## config.mk

```make
export PLATFORM = sky130hd
export DESIGN_NAME = rc_pulse_width_capture
export DESIGN_NICKNAME = d
export VERILOG_FILES = /design/src/design/rcpw_pkg.sv /design/src/design/rcpw_lane.sv /design/src/design/rcpw_merge.sv /design/src/design/rc_pulse_width_capture.sv
export SDC_FILE = /design/constraint.sdc
export NUM_CORES = 2
export LEC_CHECK = 0
export BUFFER_PORTS_ARGS = -buffer_cell sky130_fd_sc_hd__buf_2
export CORE_MARGIN = 2
export CORE_UTILIZATION = 50
export DETAILED_ROUTE_END_ITERATION = 10
export PLACE_DENSITY = 0.64
export SLEW_MARGIN = 20
export SYNTH_ARGS = -nofsm -noshare
export SYNTH_HDL_FRONTEND = slang
export SYNTH_SLANG_ARGS = --single-unit
export TNS_END_PERCENT = 100
```

## constraint.sdc

```tcl
create_clock -name clk_i -period 8 [get_ports clk_i]
set_input_delay 1.6 -clock clk_i [delete_from_list [all_inputs] [get_ports clk_i]]
set_output_delay 1.6 -clock clk_i [all_outputs]
set_load 0.1 [all_outputs]
```

## src/design/rcpw_pkg.sv

```systemverilog
package rcpw_pkg;

  // Number of level and width fields on the ports
  localparam int PIN_FIELDS = 4;
  localparam int CHANNELS_DEF = 4;

  localparam int US_W = 16;
  localparam int STAMP_W = 32;
  localparam int CFG_IDX_W = 3;
  localparam int CFG_DATA_W = 32;

  localparam logic [US_W-1:0] CAPTURE_MIN_RST = 16'd500;
  localparam logic [US_W-1:0] CAPTURE_MAX_RST = 16'd2500;
  localparam logic [US_W-1:0] CLAMP_MIN_RST = 16'd1000;
  localparam logic [US_W-1:0] CLAMP_MAX_RST = 16'd2000;
  localparam logic [US_W-1:0] NEUTRAL_RST = 16'd1500;
  localparam logic [STAMP_W-1:0] LOST_TIMEOUT_RST = 32'd100000;

  typedef enum logic [CFG_IDX_W-1:0] {
    REG_CAPTURE_MIN  = 3'd0,
    REG_CAPTURE_MAX  = 3'd1,
    REG_CLAMP_MIN    = 3'd2,
    REG_CLAMP_MAX    = 3'd3,
    REG_NEUTRAL      = 3'd4,
    REG_LOST_TIMEOUT = 3'd5
  } reg_idx_e;

  typedef enum logic {
    ACT_SAMPLE = 1'b0,
    ACT_READ   = 1'b1
  } action_e;

  typedef struct packed {
    logic [US_W-1:0]    capture_min;
    logic [US_W-1:0]    capture_max;
    logic [US_W-1:0]    clamp_min;
    logic [US_W-1:0]    clamp_max;
    logic [US_W-1:0]    neutral;
    logic [STAMP_W-1:0] lost_timeout;
  } cfg_t;

  typedef struct packed {
    logic            lost;
    logic [US_W-1:0] width;
  } lane_res_t;

  typedef struct packed {
    logic [PIN_FIELDS-1:0][US_W-1:0] width;
    logic                            healthy;
  } result_t;

endpackage

```

## src/design/rcpw_lane.sv

```systemverilog
module rcpw_lane (
  input  logic                        clk_i,
  input  logic                        rst_ni,
  input  logic                        sample_i,
  input  logic [rcpw_pkg::STAMP_W-1:0] now_us_i,
  input  logic                        level_i,
  input  rcpw_pkg::cfg_t              cfg_i,
  output rcpw_pkg::lane_res_t         res_o
);
  import rcpw_pkg::*;

  logic               prev_level_q, prev_level_d;
  logic [STAMP_W-1:0] rise_stamp_q, rise_stamp_d;
  logic [US_W-1:0]    held_width_q, held_width_d;
  logic [STAMP_W-1:0] pulse_stamp_q, pulse_stamp_d;
  logic               held_valid_q, held_valid_d;

  logic [STAMP_W-1:0] pulse_len;
  logic [STAMP_W-1:0] age;
  logic               fall_ok;
  logic               in_window;

  assign pulse_len = now_us_i - rise_stamp_q;
  assign fall_ok   = now_us_i > rise_stamp_q;
  assign in_window = (pulse_len >= {{(STAMP_W-US_W){1'b0}}, cfg_i.capture_min}) &&
                     (pulse_len <= {{(STAMP_W-US_W){1'b0}}, cfg_i.capture_max});

  always_comb begin
    prev_level_d  = prev_level_q;
    rise_stamp_d  = rise_stamp_q;
    held_width_d  = held_width_q;
    pulse_stamp_d = pulse_stamp_q;
    held_valid_d  = held_valid_q;
    if (sample_i) begin
      prev_level_d = level_i;
      if (level_i && !prev_level_q) begin
        rise_stamp_d = now_us_i;
      end else if (!level_i && prev_level_q && fall_ok && in_window) begin
        held_width_d  = pulse_len[US_W-1:0];
        pulse_stamp_d = now_us_i;
        held_valid_d  = 1'b1;
      end
    end
  end

  always_ff @(posedge clk_i or negedge rst_ni) begin
    if (!rst_ni) begin
      prev_level_q  <= 1'b0;
      rise_stamp_q  <= '0;
      held_width_q  <= NEUTRAL_RST;
      pulse_stamp_q <= '0;
      held_valid_q  <= 1'b0;
    end else begin
      prev_level_q  <= prev_level_d;
      rise_stamp_q  <= rise_stamp_d;
      held_width_q  <= held_width_d;
      pulse_stamp_q <= pulse_stamp_d;
      held_valid_q  <= held_valid_d;
    end
  end

  // Read side: age wraps modulo 2^32; clamp_min is checked before clamp_max
  assign age = now_us_i - pulse_stamp_q;

  always_comb begin
    res_o.lost = !held_valid_q || (age > cfg_i.lost_timeout);
    if (res_o.lost) begin
      res_o.width = cfg_i.neutral;
    end else if (held_width_q < cfg_i.clamp_min) begin
      res_o.width = cfg_i.clamp_min;
    end else if (held_width_q > cfg_i.clamp_max) begin
      res_o.width = cfg_i.clamp_max;
    end else begin
      res_o.width = held_width_q;
    end
  end

endmodule

```

## src/design/rcpw_merge.sv

```systemverilog
module rcpw_merge (
  input  logic                                         clk_i,
  input  logic                                         rst_ni,
  input  logic                                         push_i,
  input  rcpw_pkg::lane_res_t [rcpw_pkg::PIN_FIELDS-1:0] lane_res_i,
  input  logic                                         out_stall_i,
  output logic                                         out_valid_o,
  output logic                                         skid_full_o,
  output rcpw_pkg::result_t                            result_o
);
  import rcpw_pkg::*;

  result_t merged;
  result_t out_q, out_d;
  result_t skid_q, skid_d;
  logic    out_valid_q, out_valid_d;
  logic    skid_valid_q, skid_valid_d;
  logic    out_free;

  always_comb begin
    merged.healthy = 1'b1;
    for (int i = 0; i < PIN_FIELDS; i++) begin
      merged.width[i] = lane_res_i[i].width;
      if (lane_res_i[i].lost) begin
        merged.healthy = 1'b0;
      end
    end
  end

  assign out_free = !out_valid_q || !out_stall_i;

  always_comb begin
    out_d        = out_q;
    out_valid_d  = out_valid_q;
    skid_d       = skid_q;
    skid_valid_d = skid_valid_q;
    if (out_free) begin
      // drain the skid item first; input is stalled while it is full
      if (skid_valid_q) begin
        out_d        = skid_q;
        out_valid_d  = 1'b1;
        skid_valid_d = 1'b0;
      end else if (push_i) begin
        out_d       = merged;
        out_valid_d = 1'b1;
      end else begin
        out_valid_d = 1'b0;
      end
    end else if (push_i) begin
      skid_d       = merged;
      skid_valid_d = 1'b1;
    end
  end

  always_ff @(posedge clk_i or negedge rst_ni) begin
    if (!rst_ni) begin
      out_valid_q  <= 1'b0;
      skid_valid_q <= 1'b0;
    end else begin
      out_valid_q  <= out_valid_d;
      skid_valid_q <= skid_valid_d;
    end
  end

  always_ff @(posedge clk_i) begin
    out_q  <= out_d;
    skid_q <= skid_d;
  end

  assign out_valid_o = out_valid_q;
  assign skid_full_o = skid_valid_q;
  assign result_o    = out_q;

endmodule

```

## src/design/rc_pulse_width_capture.sv

```systemverilog
// A read item's result is registered in the output register, or in the skid entry while the output is stalled.
// Throughput: one item per cycle while in_stall_o is low, samples and reads mixed freely; each lane
//   does its edge capture and its age/clamp check in the cycle of acceptance.
// A two-entry output stage (register plus skid) holds results under stall.
// Reset (async, active low) resets all lane state and loads register defaults.
module rc_pulse_width_capture #(
  parameter int CHANNELS = rcpw_pkg::CHANNELS_DEF
) (
  input  logic                            clk_i,
  input  logic                            rst_ni,
  input  logic                            in_valid_i,
  output logic                            in_stall_o,
  input  logic                            action_i,
  input  logic [rcpw_pkg::STAMP_W-1:0]    now_us_i,
  input  logic                            level_a_i,
  input  logic                            level_b_i,
  input  logic                            level_c_i,
  input  logic                            level_d_i,
  output logic                            out_valid_o,
  input  logic                            out_stall_i,
  output logic [rcpw_pkg::US_W-1:0]       width_a_o,
  output logic [rcpw_pkg::US_W-1:0]       width_b_o,
  output logic [rcpw_pkg::US_W-1:0]       width_c_o,
  output logic [rcpw_pkg::US_W-1:0]       width_d_o,
  output logic                            healthy_o,
  input  logic                            cfg_valid_i,
  output logic                            cfg_ready_o,
  input  logic [rcpw_pkg::CFG_IDX_W-1:0]  cfg_index_i,
  input  logic [rcpw_pkg::CFG_DATA_W-1:0] cfg_data_i
);
  import rcpw_pkg::*;

  localparam int LANES = (CHANNELS < PIN_FIELDS) ? CHANNELS : PIN_FIELDS;

  cfg_t                       cfg_q, cfg_d;
  logic [PIN_FIELDS-1:0]      levels;
  lane_res_t [PIN_FIELDS-1:0] lane_res;
  result_t                    result;
  logic                       in_fire;
  logic                       sample_fire;
  logic                       read_fire;
  logic                       skid_full;

  assign cfg_ready_o = 1'b1;

  always_comb begin
    cfg_d = cfg_q;
    if (cfg_valid_i) begin
      case (reg_idx_e'(cfg_index_i))
        REG_CAPTURE_MIN:  cfg_d.capture_min  = cfg_data_i[US_W-1:0];
        REG_CAPTURE_MAX:  cfg_d.capture_max  = cfg_data_i[US_W-1:0];
        REG_CLAMP_MIN:    cfg_d.clamp_min    = cfg_data_i[US_W-1:0];
        REG_CLAMP_MAX:    cfg_d.clamp_max    = cfg_data_i[US_W-1:0];
        REG_NEUTRAL:      cfg_d.neutral      = cfg_data_i[US_W-1:0];
        REG_LOST_TIMEOUT: cfg_d.lost_timeout = cfg_data_i[STAMP_W-1:0];
        default:          cfg_d = cfg_q;
      endcase
    end
  end

  always_ff @(posedge clk_i or negedge rst_ni) begin
    if (!rst_ni) begin
      cfg_q.capture_min  <= CAPTURE_MIN_RST;
      cfg_q.capture_max  <= CAPTURE_MAX_RST;
      cfg_q.clamp_min    <= CLAMP_MIN_RST;
      cfg_q.clamp_max    <= CLAMP_MAX_RST;
      cfg_q.neutral      <= NEUTRAL_RST;
      cfg_q.lost_timeout <= LOST_TIMEOUT_RST;
    end else begin
      cfg_q <= cfg_d;
    end
  end

  assign in_stall_o  = skid_full;
  assign in_fire     = in_valid_i && !in_stall_o;
  assign sample_fire = in_fire && (action_e'(action_i) == ACT_SAMPLE);
  assign read_fire   = in_fire && (action_e'(action_i) == ACT_READ);

  assign levels = {level_d_i, level_c_i, level_b_i, level_a_i};

  for (genvar i = 0; i < PIN_FIELDS; i++) begin : g_lane
    if (i < LANES) begin : g_built
      rcpw_lane u_lane (
        .clk_i    (clk_i),
        .rst_ni   (rst_ni),
        .sample_i (sample_fire),
        .now_us_i (now_us_i),
        .level_i  (levels[i]),
        .cfg_i    (cfg_q),
        .res_o    (lane_res[i])
      );
    end else begin : g_absent
      // missing lane reports neutral and never counts as lost
      assign lane_res[i].lost  = 1'b0;
      assign lane_res[i].width = cfg_q.neutral;
    end
  end

  rcpw_merge u_merge (
    .clk_i       (clk_i),
    .rst_ni      (rst_ni),
    .push_i      (read_fire),
    .lane_res_i  (lane_res),
    .out_stall_i (out_stall_i),
    .out_valid_o (out_valid_o),
    .skid_full_o (skid_full),
    .result_o    (result)
  );

  assign width_a_o = result.width[0];
  assign width_b_o = result.width[1];
  assign width_c_o = result.width[2];
  assign width_d_o = result.width[3];
  assign healthy_o = result.healthy;

endmodule

```

==> results.md <==
* Area of the multi-input gates at ~28000 µm²
* Max-Cap Viols at 0
* Distinct cells, synth at 86
* Layout cell share with drive strength beyond 1 at 0.194
* Final #Nets at roughly 5500
* Reg power frac at 0.284
* Slowest CP cell: nor4_1
* Combinational group share of total power at 0.442
* Maximum clock insertion buffer count at 3
* Area share of the leading cell type in the synthesized netlist at 0.209
* Ports at 145
* Commonest register cell after synthesis: dfrtp_1
* Final GP Congestion at slightly below 1
* Number of buffers created by CTS at 69
* Asr flop ratio synth at 0.773
* Cell taking the most area after synthesis: dfrtp_1
* Clk Latency, worst-skew pair at approximately 640 ps
* DP Cell Count at a little under 6000
* RSZ-0062 raised after global routing: no
* Post-synth EDFFs at 130
* Main area contributors after synthesis: dfrtp_1, ha_1, mux2_2
* Final Max Tran Viols at 0
* Maximum vdd drop at 181 µV
* Synthesized area per cell at just under 10 µm²
* YS warnings at 0
* Residual DRC at 0
* Final min period at 7460 ps
* Switch Pwr at 0.00498 W
* Post-CTS sizing at 0
* Setup slack, reg-to-reg at between 1000 and 1500 ps
* Vias in the first global route at between 30000 and 40000
* Sequential Area at 15000 µm²
* Worst-Margin Slew at approximately 1200 ps
* Die height at 305 µm
* Port bufs at around 140
* Starting Density at 0.504
* Hold Crit Class: flop to flop
* H-tree Lvls at 3
* Util after Layout at 0.559
* Final-report hold violation count at 0
* Fill count at just over 8000
* # clock sinks at 572
* Final setup fails at 0
* Root buf cell: clkbuf_16
* Die width at 305 µm
* Post-DP HPWL at roughly 100 mm
* Area Overhead vs Synth at 11.0%
* CTS clock-pin slew for the worst setup and hold paths at 60 ps
* CP startpoint kind: input port
* Power, Total at 0.0126 W
* Setup crit end kind: flop
* DIE AREA at 93100 µm²
* Rel. slew slack at 0.228
* Sw Share at 0.395
* Largest net degree at the start of global routing at 159
* Synthesized area at around 45000 µm²
* Setup TNS at 0 ps
* Register area share after synthesis at 0.332
* Worst hold slack at approximately 460 ps
* Synth Instances at approximately 4600
* First drt pass iteration count at 7
* Vias per cell at about 6.0
* Core area at between 90000 and 100000 µm²
* Grt total ovfl at 0
* LEAKAGE at between 20 and 25 nW
* GRT Overall Usage at 0.288
* DRT iter0 DRCs at 2887
* Clock power frac at 0.274
* First-pass GRT wire length at between 200 and 250 mm
* Wire per inst at roughly 22 µm
* Internal power at between 0.007 and 0.008 W
* #FFs+latches synth at roughly 570
* Required time of the critical path at 8370 ps
* Post-CTS setup buffer count at 0
* Fmax at around 130 MHz
* Setup CP Type: input port to flop
* PwrDens at about 250 nW/µm²
* Detail Route Antenna Nets at 0
* Initial antenna violation count at 2
* Crit-path max FO at 17
* Post-Syn Nets at 5332
* Number of cell rows at 110
* Critical path arrival at 7830 ps
* Final WL at around 130 mm
* Worst Skew at 26.4 ps
* Via count at between 30000 and 40000
* Period utilization at 0.933
* Status: finished, final reports clean
* Crit-path max cell delay at about 740 ps
* CTS tree: done
* Layout Cells excl Fill at 6010
* Hold Buf Count CTS at 0
-- area by class of cell --
cell class	instances	share of cell area
Tap cell	1176	0.0292
Sequential cell	572	0.299
Multi-Input combinational cell	3503	0.563
Antenna cell	1	0.0000497
Clock buffer	95	0.0394
Clock inverter	28	0.0101
Inverter	416	0.0310
Timing Repair Buffer	219	0.0278
-- cells by family after synthesis --
logic type,Yosys count,share of synthesized area
other,1,0.0000827
XOR/XNOR,181,0.0350
AND/OR/NAND/NOR,946,0.105
AO/OA/AOI/OAI,1174,0.167
multiplexers,561,0.137
flip-flops,572,0.332
buffers and inverters,540,0.0459
adder cells (fa/ha/maj),640,0.178
-- layout by cell type, fill, tap and decap left out, types with 103 or more instances in the layout --
cell type	instances
a21oi_1	341
xnor2_1	126
buf_2	142
o21ai_0	220
dfrtp_1	377
nor2_1	248
nand2_1	206
inv_1	415
ha_1	632
a21o_1	245
mux2_2	479
nand4_1	103
edfxtp_1	130
-- per-layer routing --
metal  up-vias  part of all wire  GRT usage
met5         -                 0          0
met4         0             0.030     0.0824
met3       190             0.050     0.0318
met2       978              0.45      0.462
met1     17664              0.47      0.412
li1      17263                 -          -
-- sequential cells by signal (all words and copies together), names as in the netlist --
signal	count
u_merge.result_o	65
g_lane.g_built.u_lane.rise_stamp_q	128
g_lane.g_built.u_lane.held_valid_q	4
u_merge.skid_q	65
cfg_q	112
u_merge.skid_full_o	1
g_lane.g_built.u_lane.held_width_q	64
u_merge.out_valid_o	1
g_lane.g_built.u_lane.pulse_stamp_q	128
g_lane.g_built.u_lane.prev_level_q	4
-- power groups by stage --
stage / Sequential (W) / Clock (W) / Combinational (W)
floorplan: 0.00382 / 0 / 0.00365
detailed placement: 0.00363 / 0 / 0.00546
global placement: 0.00362 / 0 / 0.00538
CTS: 0.00358 / 0.00352 / 0.00549
finish: 0.00358 / 0.00346 / 0.00558
global route: 0.00362 / 0.00363 / 0.00616
-- final timing paths --
| path | endpoint | start | cells after the start |
|---|---|---|---|
| setup reg to reg | u_merge.result_o[20]$_DFFE_PP_ | g_lane[1].g_built.u_lane.pulse_stamp_q[0]$_DFFE_PN0P_ | 22 |
| hold reg to reg | g_lane[1].g_built.u_lane.held_valid_q$_DFFE_PN0P_ | g_lane[1].g_built.u_lane.held_valid_q$_DFFE_PN0P_ | 1 |
| hold / removal | g_lane[1].g_built.u_lane.held_valid_q$_DFFE_PN0P_ | g_lane[1].g_built.u_lane.held_valid_q$_DFFE_PN0P_ | 1 |
| min in group asynchronous | cfg_q[21]$_DFFE_PN0P_ | rst_ni | 1 |
| max in group asynchronous | cfg_q[74]$_DFFE_PN0P_ | rst_ni | 2 |
| setup / recovery | u_merge.result_o[41]$_DFFE_PP_ | now_us_i[0] | 25 |
-- cells in the mapped netlist, drive strengths merged, types with 26 or more instances --
| library cell | count |
|---|---|
| dfrtp | 378 |
| nand2 | 206 |
| o31a | 26 |
| o211ai | 31 |
| a21oi | 342 |
| mux2i | 74 |
| o21a | 42 |
| o21bai | 31 |
| dfstp | 64 |
| or2 | 27 |
| inv | 416 |
| nand4 | 103 |
| and2 | 34 |
| nand3 | 53 |
| buf | 26 |
| clkbuf | 98 |
| xnor2 | 126 |
| o21ai | 230 |
| a211oi | 58 |
| ha | 632 |
| nor2 | 248 |
| nor2b | 48 |
| nor3 | 50 |
| a21o | 245 |
| mux2 | 487 |
| edfxtp | 130 |
| xor2 | 55 |
| nand2b | 72 |
-- metrics by stage --
step	area, µm²	worst slack, ps
6_report	50300	539
5_1_grt	50300	324
4_1_cts	50300	700
3_5_place_dp	47800	70.1
3_3_place_gp	47800	73.1
2_1_floorplan	45300	986
-- critical path, delay by kind of cell --
kind	cells	cell delay (ps)
AND/OR/NAND/NOR	4	1140
XOR/XNOR	1	160
AO/OA/AOI/OAI	10	2420
buffers and inverters	5	910
multiplexers	2	670
adder cells (fa/ha/maj)	3	900
Note: power is estimated with default switching activity, not from simulation.
